[config.mk]
export PLATFORM = sky130hd
export DESIGN_NAME = fifo_spi_master_controller_core
export DESIGN_NICKNAME = d
export VERILOG_FILES = /design/src/rtl/core/fsmc_pkg.sv /design/src/rtl/core/fsmc_fifo.sv /design/src/rtl/core/fifo_spi_master_controller_core.sv
export SDC_FILE = /design/constraint.sdc
export NUM_CORES = 1
export LEC_CHECK = 0
export BUFFER_PORTS_ARGS = -buffer_cell sky130_fd_sc_hd__buf_2
export CORE_MARGIN = 3
export CORE_UTILIZATION = 60
export DETAILED_ROUTE_END_ITERATION = 6
export GPL_ROUTABILITY_DRIVEN = 0
export PLACE_DENSITY = 0.78
export SYNTH_ARGS = -nofsm -noshare
export SYNTH_HDL_FRONTEND = slang
export SYNTH_SLANG_ARGS = --single-unit
[constraint.sdc]
create_clock -name clock -period 7 [get_ports clock]
set_input_delay 0.7 -clock clock [delete_from_list [all_inputs] [get_ports clock]]
set_output_delay 0.7 -clock clock [all_outputs]
set_load 0.1 [all_outputs]
[src/rtl/core/fsmc_pkg.sv]
`timescale 1ns / 1ps
`default_nettype none

package fsmc_pkg;

   localparam int FifoDepth = 8;
   localparam int PtrWidth  = (FifoDepth > 1) ? $clog2(FifoDepth) : 1;
   localparam int FillWidth = $clog2(FifoDepth + 1);
   localparam int FlagLevel = 4;

   localparam logic [1:0] OpRead  = 2'd0;
   localparam logic [1:0] OpWrite = 2'd1;
   localparam logic [1:0] OpReply = 2'd2;

   localparam logic [2:0] RegRxData  = 3'd0;
   localparam logic [2:0] RegTxData  = 3'd1;
   localparam logic [2:0] RegControl = 3'd2;
   localparam logic [2:0] RegStatus  = 3'd3;
   localparam logic [2:0] RegTest    = 3'd4;
   localparam logic [2:0] RegPeriod  = 3'd5;

   localparam int CtlXchBit    = 8;
   localparam int CtlEnBit     = 9;
   localparam int CtlMasterBit = 10;

   localparam logic [3:0] WidthByte = 4'd7;
   localparam logic [3:0] WidthWord = 4'd15;

   typedef struct packed {
      logic push;
      logic pop;
      logic flush;
   } fifo_ctl_type;

   typedef enum logic [2:0] {
      SEQ_IDLE = 3'b001,
      SEQ_WALK = 3'b010,
      SEQ_DONE = 3'b100
   } seq_type;

   typedef enum logic [3:0] {
      PH_IDLE = 4'b0001,
      PH_BYTE = 4'b0010,
      PH_HIGH = 4'b0100,
      PH_LOW  = 4'b1000
   } phase_type;

endpackage

`default_nettype wire

[src/rtl/core/fsmc_fifo.sv]
`timescale 1ns / 1ps
`default_nettype none

module fsmc_fifo (
   input  wire logic                           clock,
   input  wire logic                           reset,
   input  wire fsmc_pkg::fifo_ctl_type         ctl,
   input  wire logic [15:0]                    push_data,
   output logic [fsmc_pkg::FillWidth-1:0]      fill,
   output logic [15:0]                         head_data
);

   localparam int SumWidth = fsmc_pkg::PtrWidth + 1;

   logic [15:0]                        store_ff [fsmc_pkg::FifoDepth];
   logic [fsmc_pkg::PtrWidth-1:0]      head_ff, head_in;
   logic [fsmc_pkg::FillWidth-1:0]     fill_ff, fill_in;
   logic [SumWidth-1:0]                tail_sum;
   logic [fsmc_pkg::PtrWidth-1:0]      tail;
   logic                               full;
   logic                               do_push;
   logic                               do_pop;

   assign full     = fill_ff == fsmc_pkg::FillWidth'(fsmc_pkg::FifoDepth);
   assign do_push  = ctl.push && !full;
   assign do_pop   = ctl.pop && (fill_ff != '0);
   assign tail_sum = SumWidth'(head_ff) + SumWidth'(fill_ff);

   always_comb begin
      if (tail_sum >= SumWidth'(fsmc_pkg::FifoDepth)) begin
         tail = fsmc_pkg::PtrWidth'(tail_sum - SumWidth'(fsmc_pkg::FifoDepth));
      end else begin
         tail = fsmc_pkg::PtrWidth'(tail_sum);
      end
   end

   always_comb begin
      head_in = head_ff;
      fill_in = fill_ff;
      if (ctl.flush) begin
         head_in = '0;
         fill_in = '0;
      end else begin
         if (do_pop) begin
            if (head_ff == fsmc_pkg::PtrWidth'(fsmc_pkg::FifoDepth - 1)) begin
               head_in = '0;
            end else begin
               head_in = head_ff + fsmc_pkg::PtrWidth'(1);
            end
         end
         if (do_push && !do_pop) begin
            fill_in = fill_ff + fsmc_pkg::FillWidth'(1);
         end else if (do_pop && !do_push) begin
            fill_in = fill_ff - fsmc_pkg::FillWidth'(1);
         end
      end
   end

   always_ff @(posedge clock) begin
      if (reset) begin
         head_ff <= '0;
         fill_ff <= '0;
      end else begin
         head_ff <= head_in;
         fill_ff <= fill_in;
      end
   end

   always_ff @(posedge clock) begin
      if (do_push && !ctl.flush) begin
         store_ff[tail] <= push_data;
      end
   end

   assign fill      = fill_ff;
   assign head_data = store_ff[head_ff];

endmodule

`default_nettype wire

[src/rtl/core/fifo_spi_master_controller_core.sv]
`timescale 1ns / 1ps
`default_nettype none

// SPI master register block with TX and RX FIFOs.
// req_ carries one word: a bus read, a bus write, or a slave reply byte
// (operation selects). rsp_ returns one word per request: read data, irq
// level, the byte to shift to the slave (send_valid), exchange busy and
// access refused.
// A bus access or a reply that does not walk the TX FIFO gives its
// response the cycle after acceptance. A rising exchange bit, or a reply that
// ends a word, starts a walk of the TX FIFO by a small sequencer, one TX word
// per cycle, until a word needs the slave or the FIFO is empty.
// One request is in flight at a time; req_ready is low from acceptance until
// the response is taken, so a stalled rsp_ready holds the block and the
// response steady.
// Reset: registers zero, FIFOs empty, no exchange pending, status reads TX
// empty. No clearing pass is needed.

module fifo_spi_master_controller_core (
   input  wire logic        clock,
   input  wire logic        reset,
   input  wire logic        req_valid,
   output logic             req_ready,
   input  wire logic [1:0]  req_operation,
   input  wire logic [2:0]  req_reg_index,
   input  wire logic [15:0] req_write_data,
   input  wire logic [7:0]  req_reply_byte,
   output logic             rsp_valid,
   input  wire logic        rsp_ready,
   output logic [15:0]      rsp_read_data,
   output logic             rsp_irq,
   output logic             rsp_send_valid,
   output logic [7:0]       rsp_send_byte,
   output logic             rsp_exchange_busy,
   output logic             rsp_access_refused
);

   fsmc_pkg::seq_type                  seq_ff, seq_in;
   fsmc_pkg::phase_type                phase_ff, phase_in;
   logic [15:0]                        control_ff, control_in;
   logic                               done_ff, done_in;
   logic [7:0]                         mask_ff, mask_in;
   logic [15:0]                        period_ff, period_in;
   logic [15:0]                        wif_ff, wif_in;
   logic [7:0]                         reply_high_ff, reply_high_in;
   logic [15:0]                        rd_ff, rd_in;
   logic                               sv_ff, sv_in;
   logic [7:0]                         send_ff, send_in;
   logic                               refused_ff, refused_in;

   fsmc_pkg::fifo_ctl_type             tx_ctl;
   fsmc_pkg::fifo_ctl_type             rx_ctl;
   logic [fsmc_pkg::FillWidth-1:0]     tx_fill;
   logic [fsmc_pkg::FillWidth-1:0]     rx_fill;
   logic [15:0]                        tx_head_data;
   logic [15:0]                        rx_head_data;
   logic [15:0]                        rx_push_data;
   logic                               rx_push_req;
   logic [5:0]                         flags;
   logic [15:0]                        status_word;
   logic [15:0]                        test_word;
   logic [15:0]                        ones_word;
   logic                               accept;

   fsmc_fifo u_tx_fifo (
      .clock     (clock),
      .reset     (reset),
      .ctl       (tx_ctl),
      .push_data (req_write_data),
      .fill      (tx_fill),
      .head_data (tx_head_data)
   );

   fsmc_fifo u_rx_fifo (
      .clock     (clock),
      .reset     (reset),
      .ctl       (rx_ctl),
      .push_data (rx_push_data),
      .fill      (rx_fill),
      .head_data (rx_head_data)
   );

   assign flags[5] = rx_fill == fsmc_pkg::FillWidth'(fsmc_pkg::FifoDepth);
   assign flags[4] = 16'(rx_fill) >= 16'(fsmc_pkg::FlagLevel);
   assign flags[3] = rx_fill != '0;
   assign flags[2] = tx_fill == fsmc_pkg::FillWidth'(fsmc_pkg::FifoDepth);
   assign flags[1] = 16'(tx_fill) >= 16'(fsmc_pkg::FlagLevel);
   assign flags[0] = tx_fill == '0;

   assign status_word = {mask_ff, 1'b0, done_ff, flags};
   assign test_word   = 16'(tx_fill) | (16'(rx_fill) << 4);
   assign ones_word   = 16'hffff >> (4'd15 - control_ff[3:0]);
   assign accept      = req_valid && req_ready;

   always_comb begin
      seq_in        = seq_ff;
      phase_in      = phase_ff;
      control_in    = control_ff;
      done_in       = done_ff;
      mask_in       = mask_ff;
      period_in     = period_ff;
      wif_in        = wif_ff;
      reply_high_in = reply_high_ff;
      rd_in         = rd_ff;
      sv_in         = sv_ff;
      send_in       = send_ff;
      refused_in    = refused_ff;
      tx_ctl        = '0;
      rx_ctl        = '0;
      rx_push_req   = 1'b0;
      rx_push_data  = '0;

      case (seq_ff)
         fsmc_pkg::SEQ_IDLE: begin
            if (accept) begin
               rd_in      = '0;
               sv_in      = 1'b0;
               send_in    = '0;
               refused_in = 1'b0;
               seq_in     = fsmc_pkg::SEQ_DONE;
               if (req_operation == fsmc_pkg::OpReply) begin
                  case (phase_ff)
                     fsmc_pkg::PH_BYTE: begin
                        rx_push_req  = 1'b1;
                        rx_push_data = {8'h00, req_reply_byte};
                        seq_in       = fsmc_pkg::SEQ_WALK;
                     end
                     fsmc_pkg::PH_HIGH: begin
                        reply_high_in = req_reply_byte;
                        phase_in      = fsmc_pkg::PH_LOW;
                        send_in       = wif_ff[7:0];
                        sv_in         = 1'b1;
                     end
                     fsmc_pkg::PH_LOW: begin
                        rx_push_req  = 1'b1;
                        rx_push_data = {reply_high_ff, req_reply_byte};
                        seq_in       = fsmc_pkg::SEQ_WALK;
                     end
                     default: begin
                     end
                  endcase
               end else if ((req_operation == fsmc_pkg::OpRead ||
                             req_operation == fsmc_pkg::OpWrite) &&
                            phase_ff != fsmc_pkg::PH_IDLE) begin
                  refused_in = 1'b1;
               end else if (req_operation == fsmc_pkg::OpRead) begin
                  case (req_reg_index)
                     fsmc_pkg::RegRxData: begin
                        if (rx_fill != '0) begin
                           rd_in      = rx_head_data;
                           rx_ctl.pop = 1'b1;
                        end
                     end
                     fsmc_pkg::RegControl: rd_in = control_ff;
                     fsmc_pkg::RegStatus: begin
                        rd_in   = status_word;
                        done_in = 1'b0;
                     end
                     fsmc_pkg::RegTest:   rd_in = test_word;
                     fsmc_pkg::RegPeriod: rd_in = period_ff;
                     default: begin
                     end
                  endcase
               end else if (req_operation == fsmc_pkg::OpWrite) begin
                  case (req_reg_index)
                     fsmc_pkg::RegTxData: begin
                        if (control_ff[fsmc_pkg::CtlEnBit] && !flags[2]) begin
                           tx_ctl.push = 1'b1;
                        end
                     end
                     fsmc_pkg::RegControl: begin
                        control_in = req_write_data;
                        if (!req_write_data[fsmc_pkg::CtlEnBit]) begin
                           tx_ctl.flush = 1'b1;
                           rx_ctl.flush = 1'b1;
                        end
                        if (!(req_write_data[fsmc_pkg::CtlEnBit] &&
                              req_write_data[fsmc_pkg::CtlMasterBit])) begin
                           control_in[fsmc_pkg::CtlXchBit] = 1'b0;
                        end else if (req_write_data[fsmc_pkg::CtlXchBit] &&
                                     !control_ff[fsmc_pkg::CtlXchBit]) begin
                           seq_in = fsmc_pkg::SEQ_WALK;
                        end
                     end
                     fsmc_pkg::RegStatus: mask_in   = req_write_data[15:8];
                     fsmc_pkg::RegPeriod: period_in = req_write_data;
                     default: begin
                     end
                  endcase
               end
            end
         end
         fsmc_pkg::SEQ_WALK: begin
            if (tx_fill != '0) begin
               tx_ctl.pop = 1'b1;
               if (control_ff[3:0] == fsmc_pkg::WidthByte) begin
                  wif_in   = tx_head_data;
                  phase_in = fsmc_pkg::PH_BYTE;
                  send_in  = tx_head_data[7:0];
                  sv_in    = 1'b1;
                  seq_in   = fsmc_pkg::SEQ_DONE;
               end else if (control_ff[3:0] == fsmc_pkg::WidthWord) begin
                  wif_in   = tx_head_data;
                  phase_in = fsmc_pkg::PH_HIGH;
                  send_in  = tx_head_data[15:8];
                  sv_in    = 1'b1;
                  seq_in   = fsmc_pkg::SEQ_DONE;
               end else begin
                  rx_push_req  = 1'b1;
                  rx_push_data = ones_word;
               end
            end else begin
               phase_in                        = fsmc_pkg::PH_IDLE;
               control_in[fsmc_pkg::CtlXchBit] = 1'b0;
               seq_in                          = fsmc_pkg::SEQ_DONE;
            end
         end
         fsmc_pkg::SEQ_DONE: begin
            if (rsp_ready) begin
               seq_in = fsmc_pkg::SEQ_IDLE;
            end
         end
         default: begin
            seq_in = fsmc_pkg::SEQ_IDLE;
         end
      endcase

      // transfer done marks a push into an empty RX FIFO, dropped or not
      if (rx_push_req) begin
         rx_ctl.push = !flags[5];
         if (rx_fill == '0) begin
            done_in = 1'b1;
         end
      end
   end

   always_ff @(posedge clock) begin
      if (reset) begin
         seq_ff        <= fsmc_pkg::SEQ_IDLE;
         phase_ff      <= fsmc_pkg::PH_IDLE;
         control_ff    <= '0;
         done_ff       <= 1'b0;
         mask_ff       <= '0;
         period_ff     <= '0;
         wif_ff        <= '0;
         reply_high_ff <= '0;
      end else begin
         seq_ff        <= seq_in;
         phase_ff      <= phase_in;
         control_ff    <= control_in;
         done_ff       <= done_in;
         mask_ff       <= mask_in;
         period_ff     <= period_in;
         wif_ff        <= wif_in;
         reply_high_ff <= reply_high_in;
      end
   end

   always_ff @(posedge clock) begin
      rd_ff      <= rd_in;
      sv_ff      <= sv_in;
      send_ff    <= send_in;
      refused_ff <= refused_in;
   end

   assign req_ready          = seq_ff == fsmc_pkg::SEQ_IDLE;
   assign rsp_valid          = seq_ff == fsmc_pkg::SEQ_DONE;
   assign rsp_read_data      = rd_ff;
   assign rsp_irq            = |(flags & mask_ff[5:0]);
   assign rsp_send_valid     = sv_ff;
   assign rsp_send_byte      = send_ff;
   assign rsp_exchange_busy  = phase_ff != fsmc_pkg::PH_IDLE;
   assign rsp_access_refused = refused_ff;

   a_one_in_flight: assert property (@(posedge clock) disable iff (reset)
      rsp_valid |-> !req_ready)
      else $error("request taken while a response is pending");

   a_send_means_busy: assert property (@(posedge clock) disable iff (reset)
      (rsp_valid && rsp_send_valid) |-> rsp_exchange_busy)
      else $error("byte sent with no exchange pending");

   a_refused_quiet: assert property (@(posedge clock) disable iff (reset)
      (rsp_valid && rsp_access_refused) |-> (rsp_exchange_busy && rsp_read_data == 16'h0000))
      else $error("refused access outside an exchange or with data");

   a_xch_cleared: assert property (@(posedge clock) disable iff (reset)
      (seq_ff == fsmc_pkg::SEQ_IDLE && phase_ff == fsmc_pkg::PH_IDLE)
         |-> !control_ff[fsmc_pkg::CtlXchBit])
      else $error("exchange bit left set with no exchange pending");

endmodule

`default_nettype wire

After elaboration in Yosys (flattened, before gate mapping). Memory sizes are Yosys's and may differ from the RTL's. A register that Yosys moved wholly into a read port is not among the register bits. Cells that the tools add are included.

Eq/ne operators: 33. Multiply operators: 0. Reductions and logical operators: 50. $add $sub $neg: 11. Bitwise gates (word level): 5. Shifts and indexed selects: 1. Muxes and demuxes: 113. Divide/modulo/power cells: 0. Magnitude comparators: 4.

Operators with widths (count): two-way mux 16 bit (6); case mux 16 bit (5 select lines) (1); two-way mux 8 bit (8); case mux 16 bit (2 select lines) (2); two-way mux 3 bit (21); two-way mux 9 bit (6); two-way mux 1 bit (49); two-way mux 4 bit (10); AND reduction 7 bit (3); equality test 4 bit, second input constant (4); case mux 8 bit (2 select lines) (1); right shift 16 x 4 -> 16 bit, first input constant (1); equality test 3 bit, second input constant (5); logical AND 1 bit (15); inequality test 2 x 1 -> 1 bit, second input constant (6); inequality test 2 bit, second input constant (5); equality test 3 x 2 -> 1 bit, second input constant (3); logical NOT 1 bit (9); case mux 3 bit (3 select lines) (1); adder 3 x 4 -> 4 bit (2); adder 4 x 1 -> 4 bit, second input constant (2); equality test 4 x 3 -> 1 bit, second input constant (2); >= comparator 4 x 3 -> 1 bit, second input constant (2); >= comparator 4 bit, second input constant (2); 31 further kinds (51).

Input port bits: 33. Bits in read-only memories: 0. RAM bits: 256. Latch bits: 0. Bits in registers: 104. Memories kept: 2.

Memories: u_rx_fifo.store_ff (words 8, width 16, read ports 1, clocked after memory_dff 1, wr ports 1, RTL line fsmc_fifo.sv:15) `logic [15:0] store_ff [fsmc_pkg::FifoDepth];`; u_tx_fifo.store_ff (words 8, width 16, read ports 1, clocked after memory_dff 1, wr ports 1, RTL line fsmc_fifo.sv:15).

Longest topological paths before layout. Gate-level depths: netlist of run 1.

Depth after elaboration: 16. Depth in mapped cells: 15. Depth with buffers taken out: 12.

By module. From an unflattened synthesis of run 1, not the netlist that was laid out.

Cell total of the unflattened synthesis: 943. Area total of the unflattened synthesis: 15421.0 µm².

By module, submodules not included: fsmc_fifo (times used 2, cells an instance 250, seq. area each 4043.9 µm², area an instance 5512.8 µm²); fifo_spi_master_controller_core (times used 1, cells an instance 443, seq. area each 2062.0 µm², area an instance 4395.5 µm²).

Worst setup path before layout of run 1. OpenSTA, ideal clock, no wires.

Kind: input port to flip-flop. Start point: input port req_valid. End point: memory u_rx_fifo.store_ff[0][0], enable pin. Data required time: 6.570 ns. Library setup time: 0.430 ns. Slack: 3.191 ns. Data arrival time: 3.379 ns. Stages on the path: 7. Path through: nand4bb_1 > buf_2 > inv_1 > buf_2 > and3_1 > o21ai_1 > nor4_1.

Word-level cells in the longest chain between the ends: 8. Elaborated cells on any way between the ends: 11.

RTL lines: from (decl) (RTL line fifo_spi_master_controller_core.sv:22) `input wire logic req_valid,`; logical AND 1 bit (*) (RTL line fifo_spi_master_controller_core.sv:93) `assign accept = req_valid && req_ready;`; two-way mux 1 bit (RTL line fifo_spi_master_controller_core.sv:115) `if (accept) begin`; case mux 1 bit (2 select lines) (RTL line fifo_spi_master_controller_core.sv:113) `case (seq_ff)`; two-way mux 1 bit (RTL line fifo_spi_master_controller_core.sv:229) `if (rx_push_req) begin`; logical AND 1 bit (RTL line fsmc_fifo.sv:25) `assign do_push = ctl.push && !full;`; logical AND 1 bit (*) (RTL line fsmc_fifo.sv:70) `if (do_push && !ctl.flush) begin`; two-way mux 1 bit (*) (RTL line fsmc_fifo.sv:70); two-way mux 1 bit (not written as such) (*) (RTL line fsmc_fifo.sv:71) `store_ff[tail] <= push_data;`; to (decl) (RTL line fsmc_fifo.sv:15).

Mark *: on every way between the ends. The rest lies on a longest branch, timed or not.

Final worst setup path of run 1.
Start point: register seq_ff[0]. End point: register u_rx_fifo.fill_ff, in the netlist u_rx_fifo.fill[3].

Word-level cells in the longest chain between the ends: 9. Elaborated cells on any way between the ends: 17.

RTL lines: from (decl) (RTL line fifo_spi_master_controller_core.sv:38) `fsmc_pkg::seq_type seq_ff, seq_in;`; from (signal assigned) (RTL line fifo_spi_master_controller_core.sv:239) `seq_ff <= fsmc_pkg::SEQ_IDLE;`; from (signal assigned) (RTL line fifo_spi_master_controller_core.sv:248) `seq_ff <= seq_in;`; equality test 3 x 1 -> 1 bit (RTL line fifo_spi_master_controller_core.sv:113, fifo_spi_master_controller_core.sv:266); logical AND 1 bit (RTL line fifo_spi_master_controller_core.sv:93); two-way mux 1 bit (RTL line fifo_spi_master_controller_core.sv:115); case mux 1 bit (2 select lines) (RTL line fifo_spi_master_controller_core.sv:113); two-way mux 1 bit (RTL line fifo_spi_master_controller_core.sv:229); logical AND 1 bit (RTL line fsmc_fifo.sv:25); logical NOT 1 bit (RTL line fsmc_fifo.sv:53) `end else if (do_pop && !do_push) begin`; logical AND 1 bit (RTL line fsmc_fifo.sv:53); nonzero test 2 bit (no source line); to (signal assigned) (RTL line fsmc_fifo.sv:65) `fill_ff <= fill_in;`; to (decl) (RTL line fsmc_fifo.sv:17) `logic [fsmc_pkg::FillWidth-1:0] fill_ff, fill_in;`.

Several ways; a longest one is shown, not always the timed one. A chain may end at the register's enable or synchronous reset.

==> impl_metrics.json, run 1 <==
{
  "drcViolationCount": 0,
  "final_antenna_net_count": 0,
  "synth_area_leader_cell": "edfxtp_1",
  "seq_area_sq_um": 10200,
  "wl_per_cell_microns": 24.1,
  "synth_ff_type": "edfxtp_1",
  "yosys_warnings": 0,
  "postPlaceCellArea_sq_um": 15700,
  "fill_cells": 1572,
  "wl_microns": 33700,
  "dp_hpwl_microns": 21100,
  "overflow": 0,
  "cts_setup_buffers": 0,
  "critical_path_buf_inv_count": 3,
  "worstMarginPinSlew_ns": 1.09,
  "first_global_vias": 8857,
  "met3_usage": 0.0509,
  "clk_path_buf_depth": 3,
  "synth-seq-cells": 366,
  "cp_max_fo": 29,
  "cp_cell_sequence": "nand4bb_1 > inv_1 > and3_1 > o21ai_1 > inv_1 > ha_1 > inv_1 > ha_1 > a21o_1 > a21oi_1 > mux2i_1 > mux2_2",
  "viasPerCell": 6.43,
  "synth_nets": 1038,
  "synth-seq-area-share": 0.676,
  "syn_avg_cell_area_sq_um": 15.2,
  "power.leakage_uw": 0.00555,
  "status": "finished clean",
  "initial_utilization": 0.614,
  "critical_path_arrival_ns": 4.82,
  "netlist_instances": 989,
  "nets": 1103,
  "required_ns": 7.40,
  "rows": 57,
  "firstDrtPassIters": 6,
  "rsz0062_at_grt": "false",
  "path_clk_slew_ns": 0.06,
  "grt_first_pass_wirelength_microns": 51600,
  "period_share": 0.631,
  "design_area_sq_um": 16800,
  "cp_top_family": "buffers and inverters",
  "end_kind": "flip-flop",
  "ir_worst_vdd_mv": 0.197,
  "track_usage": 0.255,
  "via_count": 9014,
  "power_density_nw_per_um2": 257,
  "cap_viol_max_count": 0,
  "crit_path_top_delay_cell": "inv_1",
  "cts-root-buf": "clkbuf_16",
  "cts_tree": "yes",
  "syn_to_final_growth_pct": 12.1,
  "top_usage_layer": "met2",
  "timing.fmax_ghz": 0.226,
  "fp.dieH_microns": 164,
  "synth_edf_count": 282,
  "cts.sinks": 366,
  "cts-resized-gates": 0,
  "drive_gt1_frac": 0.213,
  "async_flop_share": 0,
  "grt_use_met2": 0.394,
  "dieArea_sq_um": 27000,
  "crit_type": "reg -> reg",
  "cts-buffers-inserted": 37,
  "finalSetupViolCount": 0,
  "cp_common_cell": "inv_1",
  "port-buffer-count": 62,
  "crit_path_start_kind": "flip-flop",
  "slew_viol_final": 0,
  "grt_antenna_before_repair": 0,
  "hold_viol": 0,
  "grt_max_degree": 74,
  "core_area_sq_um": 24500,
  "relSlewSlack": 0.271,
  "grtUsageMet1": 0.374,
  "dieWidth_microns": 164,
  "clk_latency_ns": 0.51,
  "multi_input_area_sq_um": 4620,
  "max_stage_delay_ns": 0.98,
  "synthDistinctLibCells": 62,
  "cts_hold_buffers": 0,
  "antennaDiodeCount": 0,
  "synth_area_leaders": "edfxtp_1 56%, dfxtp_1 11%, mux4_2 9.6%",
  "syn-cell-area_sq_um": 15000,
  "finClkSkew_ns": 0.0160,
  "period_minus_slack_ns": 4.42,
  "drt-initial-drc-count": 1120,
  "hold_class": "reg -> reg",
  "yosysTopAreaCellShare": 0.564,
  "ios": 63,
  "fin_setup_tns_ns": 0,
  "htree_num_levels": 2
}
power breakdown:
group,internal [uW],switching [uW],total [uW],leakage [uW]
combinational,24.4,138,162,0.00185
sequential,2340,6.28,2340,0.00315
clock,1050,778,1830,0.000541
total,3410,922,4330,0.00555
cell usage in the layout, fill, tap and decap left out, types with 9 or more instances in the layout:
cell | netlist | routed
edfxtp_1 | 282 | 282
nand2_1 | 104 | 104
dfxtp_1 | 84 | 82
mux4_2 | 64 | 64
buf_2 | 16 | 62
nor2_1 | 59 | 59
mux2i_1 | 52 | 52
a21oi_1 | 50 | 50
clkbuf_16 | 0 | 37
buf_4 | 3 | 26
o21ai_0 | 25 | 25
o22ai_1 | 15 | 15
a221oi_1 | 13 | 13
ha_1 | 12 | 12
nor3_1 | 18 | 10
a21o_1 | 10 | 10
a22o_1 | 10 | 10
nand3_1 | 9 | 9
a22oi_1 | 9 | 9
a211oi_1 | 9 | 9
routing by layer:
metal | wire length (microns) | up-vias
met2 | 15900 | 485
met4 | 835 | 0
met3 | 3310 | 66
met5 | 0 | -
met1 | 13700 | 4490
li1 | - | 3973
state kept, by name, summed over array words and instances, names as in the netlist, 4 cells and up, named ones only:
signal / cells
rsp_read_data: 16
control_ff: 16
u_rx_fifo.fill: 4
wif_ff: 8
u_tx_fifo.store_ff: 128
reply_high_ff: 8
rsp_send_byte: 8
phase_ff: 4
u_tx_fifo.fill: 4
mask_ff: 8
u_rx_fifo.store_ff: 128
period_ff: 16
tightest hold or removal path: cells and delay by family, from the launching register on:
family,cells,cell delay [ns]
flops,1,0.31
simple gates,1,0.05
compound gates,1,0.05
Yosys cell counts, drive strengths merged, types with 3 or more instances:
cell type	n
a211oi	9
a21o	10
a21oi	50
a221oi	13
a22o	10
a22oi	9
and3	3
and4	4
buf	25
clkbuf	37
dfxtp	84
edfxtp	282
fa	4
ha	12
inv	8
mux2i	52
mux4	64
nand2	104
nand2b	3
nand3	9
nand3b	3
nand4	6
nor2	60
nor2b	4
nor3	19
nor3b	6
nor4	5
nor4b	6
o21ai	27
o22ai	15
o32ai	5
or3	3
or4	3
xnor2	6
xor2	5
path summary, 6_finish.rpt:
path	end	start	depth (start not counted)	slack (ns)
worst min-delay path	control_ff[13]$_SDFFE_PP0P_	control_ff[13]$_SDFFE_PP0P_	2	0.45
worst max-delay path	u_rx_fifo.fill[3]$_SDFFE_PP0P_	seq_ff[0]$_SDFFE_PP1P_	12	2.58
worst max register to register	u_rx_fifo.fill[3]$_SDFFE_PP0P_	seq_ff[0]$_SDFFE_PP1P_	12	2.58
worst min register to register	control_ff[13]$_SDFFE_PP0P_	control_ff[13]$_SDFFE_PP0P_	2	0.45
final cells by class:
class / instances / area share
Clock buffer: 45 / 0.0568
Clock inverter: 17 / 0.00944
Inverter: 8 / 0.00178
Multi-Input combinational cell: 553 / 0.275
Sequential cell: 366 / 0.603
Tap cell: 324 / 0.0241
Timing Repair Buffer: 88 / 0.0300
metrics by stage:
step	setup WS (ns)	hold slack [ns]	instances	util	total power [uW]
global placement	2.55	0.439	1339	0.643	2550
detailed placement	2.39	0.448	1339	0.643	2550
global route	2.22	0.471	1401	0.688	4450
CTS	2.62	0.456	1401	0.688	4340
floorplan	3.19	0.432	989	-	2500
finish	2.58	0.454	1401	0.688	4330
logic make-up after synthesis:
group                    count (synthesis)  synth area share
AND/OR/NAND/NOR                        249            0.0819
AO/OA/AOI/OAI                          159            0.0687
buffers and inverters                   70            0.0196
XOR/XNOR                                11           0.00642
flip-flops                             366             0.676
multiplexers                           118             0.132
adder cells (fa/ha/maj)                 16            0.0153
Note: power is estimated with default switching activity, not from simulation.
==> inputs of run 2 (changes only) <==
--- a/config.mk
+++ b/config.mk
@@ -7,10 +7,10 @@
 export LEC_CHECK = 0
 export BUFFER_PORTS_ARGS = -buffer_cell sky130_fd_sc_hd__buf_2
 export CORE_MARGIN = 3
-export CORE_UTILIZATION = 60
+export CORE_UTILIZATION = 55
 export DETAILED_ROUTE_END_ITERATION = 6
 export GPL_ROUTABILITY_DRIVEN = 0
-export PLACE_DENSITY = 0.78
+export PLACE_DENSITY = 0.75
 export SYNTH_ARGS = -nofsm -noshare
 export SYNTH_HDL_FRONTEND = slang
 export SYNTH_SLANG_ARGS = --single-unit
==> constraint.sdc (replaced) <==
create_clock -name clock -period 3.86 [get_ports clock]
set_input_delay 0.386 -clock clock [delete_from_list [all_inputs] [get_ports clock]]
set_output_delay 0.386 -clock clock [all_outputs]
set_load 0.1 [all_outputs]
==> impl_metrics.json, run 2 (same netlist as run 1, synthesis figures left out) <==
{
  "multi_input_area_sq_um": 4620,
  "postPlaceCellArea_sq_um": 15800,
  "initial_utilization": 0.568,
  "firstDrtPassIters": 5,
  "dieArea_sq_um": 29300,
  "most-common-layout-cells": "282 x edfxtp_1, 104 x nand2_1, 82 x dfxtp_1",
  "design_area_sq_um": 17100,
  "status": "finished clean",
  "core_area_sq_um": 26400,
  "drive_gt1_frac": 0.227,
  "antennaDiodeCount": 0,
  "rr_worst_depth": 11,
  "worstMarginPinSlew_ns": 1.11,
  "min_delay_path_depth": 3,
  "cts_hold_buffers": 0,
  "cts.sinks": 366,
  "wl_microns": 34900,
  "final_cells": 1432,
  "power_uw": 8240,
  "rr_startpoint": "seq_ff[1]$_SDFFE_PP0P_",
  "overflow": 0,
  "fp.dieH_microns": 171,
  "grt_max_degree": 50,
  "port-buffer-count": 62,
  "power_density_nw_per_um2": 481,
  "period_minus_slack_ns": 3.21,
  "track_usage": 0.241,
  "grt_first_pass_wirelength_microns": 53200,
  "holdPathEnd": "reply_high_ff[0]$_SDFFE_PP0P_",
  "cp_cell_sequence": "or3b_1 > nor3_1 > o21ai_1 > inv_1 > ha_1 > inv_1 > ha_1 > a21o_1 > a21oi_1 > mux2i_1 > mux2_2",
  "hold_class": "in -> reg",
  "reg.largest.list": "u_rx_fifo.store_ff (128), u_tx_fifo.store_ff (128)",
  "fill_cells": 1859,
  "fin_setup_tns_ns": 0,
  "period_share": 0.830,
  "dieWidth_microns": 171,
  "r2r-end": "u_rx_fifo.fill[3]$_SDFFE_PP0P_",
  "crit_path_top_delay_cell": "or3b_1",
  "final_antenna_net_count": 0,
  "drt-initial-drc-count": 1115,
  "cp_top_family": "simple AND/OR/NAND/NOR gates",
  "timing.fmax_ghz": 0.312,
  "end_kind": "flip-flop",
  "critical_path_buf_inv_count": 2,
  "drcViolationCount": 0,
  "max_stage_delay_ns": 0.52,
  "cp_max_fo": 7,
  "cts-root-buf": "clkbuf_16",
  "critical_path_arrival_ns": 3.61,
  "cts-resized-gates": 0,
  "ios": 63,
  "final_common_cell": "edfxtp_1",
  "dp_hpwl_microns": 22000,
  "nets": 1117,
  "power.leakage_uw": 0.00570,
  "htree_num_levels": 2,
  "crit_type": "reg -> reg",
  "hold_viol": 0,
  "cts-buffers-inserted": 37,
  "rows": 59,
  "required_ns": 4.27,
  "r2r_slack_ns": 0.65,
  "clk_latency_ns": 0.52,
  "cap_viol_max_count": 0,
  "finalSetupViolCount": 0,
  "hp-start": "req_reply_byte[0]",
  "finClkSkew_ns": 0.0191,
  "path_clk_slew_ns": 0.06,
  "cts_tree": "yes",
  "viasPerCell": 6.32,
  "cts_setup_buffers": 0,
  "rsz0062_at_grt": "false",
  "grt_antenna_before_repair": 1,
  "via_count": 9050,
  "seq_area_sq_um": 10200,
  "relSlewSlack": 0.250,
  "clk_path_buf_depth": 3,
  "crit_path_start_kind": "flip-flop",
  "slew_viol_final": 0,
  "dp.cells": 1364,
  "ir_worst_vdd_mv": 0.286,
  "wl_per_cell_microns": 24.4,
  "syn_to_final_growth_pct": 14.0,
  "first_global_vias": 9079
}
==> run 2: changes by cell type in the layout (fill, tap and decap cells not counted), sizes merged <==
| cell | change |
|---|---|
| clkinvlp | -1 |
| clkinv | -5 |
| buf | +14 |
| bufinv | +1 |
| clkbuf | +11 |
==> run 2: worst max-delay path by stage <==
stage	start	endpoint	slack (ns)	cells after the start
2_1_floorplan	seq_ff[0]$_SDFFE_PP1P_	u_rx_fifo.store_ff[0][0]$_DFFE_PP_	0.33	8
3_3_place_gp	req_reg_index[1]	u_tx_fifo.fill[3]$_SDFFE_PP0P_	0.60	11
3_5_place_dp	req_reg_index[1]	u_tx_fifo.fill[3]$_SDFFE_PP0P_	0.55	11
4_1_cts	seq_ff[1]$_SDFFE_PP0P_	u_rx_fifo.fill[3]$_SDFFE_PP0P_	0.66	11
5_1_grt	seq_ff[1]$_SDFFE_PP0P_	u_rx_fifo.fill[3]$_SDFFE_PP0P_	0.45	11
6_report	seq_ff[1]$_SDFFE_PP0P_	u_rx_fifo.fill[3]$_SDFFE_PP0P_	0.65	11
==> run 2: tightest hold or removal path, cell delays in order <==
cell,delay [ns]
buf_2,0.09
mux2i_1,0.06
nor2_1,0.07
==> run 2: power by group <==
part	internal, uW	total, uW	switching (uW)
sequential	4230	4240	10.2
clock	2210	3690	1480
combinational	48.4	303	254
==> run 2: area by class of cell <==
class                           count  share of cell area
Clock buffer                       56              0.0648
Clock inverter                     12              0.0102
Sequential cell                   366               0.593
Multi-Input combinational cell    553               0.270
Tap cell                          335              0.0245
Timing Repair Buffer              102              0.0357
Inverter                            8             0.00175
==> run 2: per-stage QoR <==
step / util / hold WS, ns / setup WS (ns)
6_report: 0.648 / 0.117 / 0.655
5_1_grt: 0.648 / 0.129 / 0.451
4_1_cts: 0.648 / 0.106 / 0.664
3_5_place_dp: 0.599 / 0.446 / 0.548
3_3_place_gp: 0.599 / 0.439 / 0.598
2_1_floorplan: - / 0.432 / 0.327
==> run 2: per-layer routing <==
| layer | up-vias | wire length [microns] | track usage |
|---|---|---|---|
| li1 | 4016 | - | - |
| met1 | 4540 | 14800 | 0.352 |
| met2 | 426 | 16200 | 0.373 |
| met3 | 66 | 2920 | 0.0480 |
| met4 | 2 | 1010 | 0.0780 |
| met5 | - | 13 | 0 |
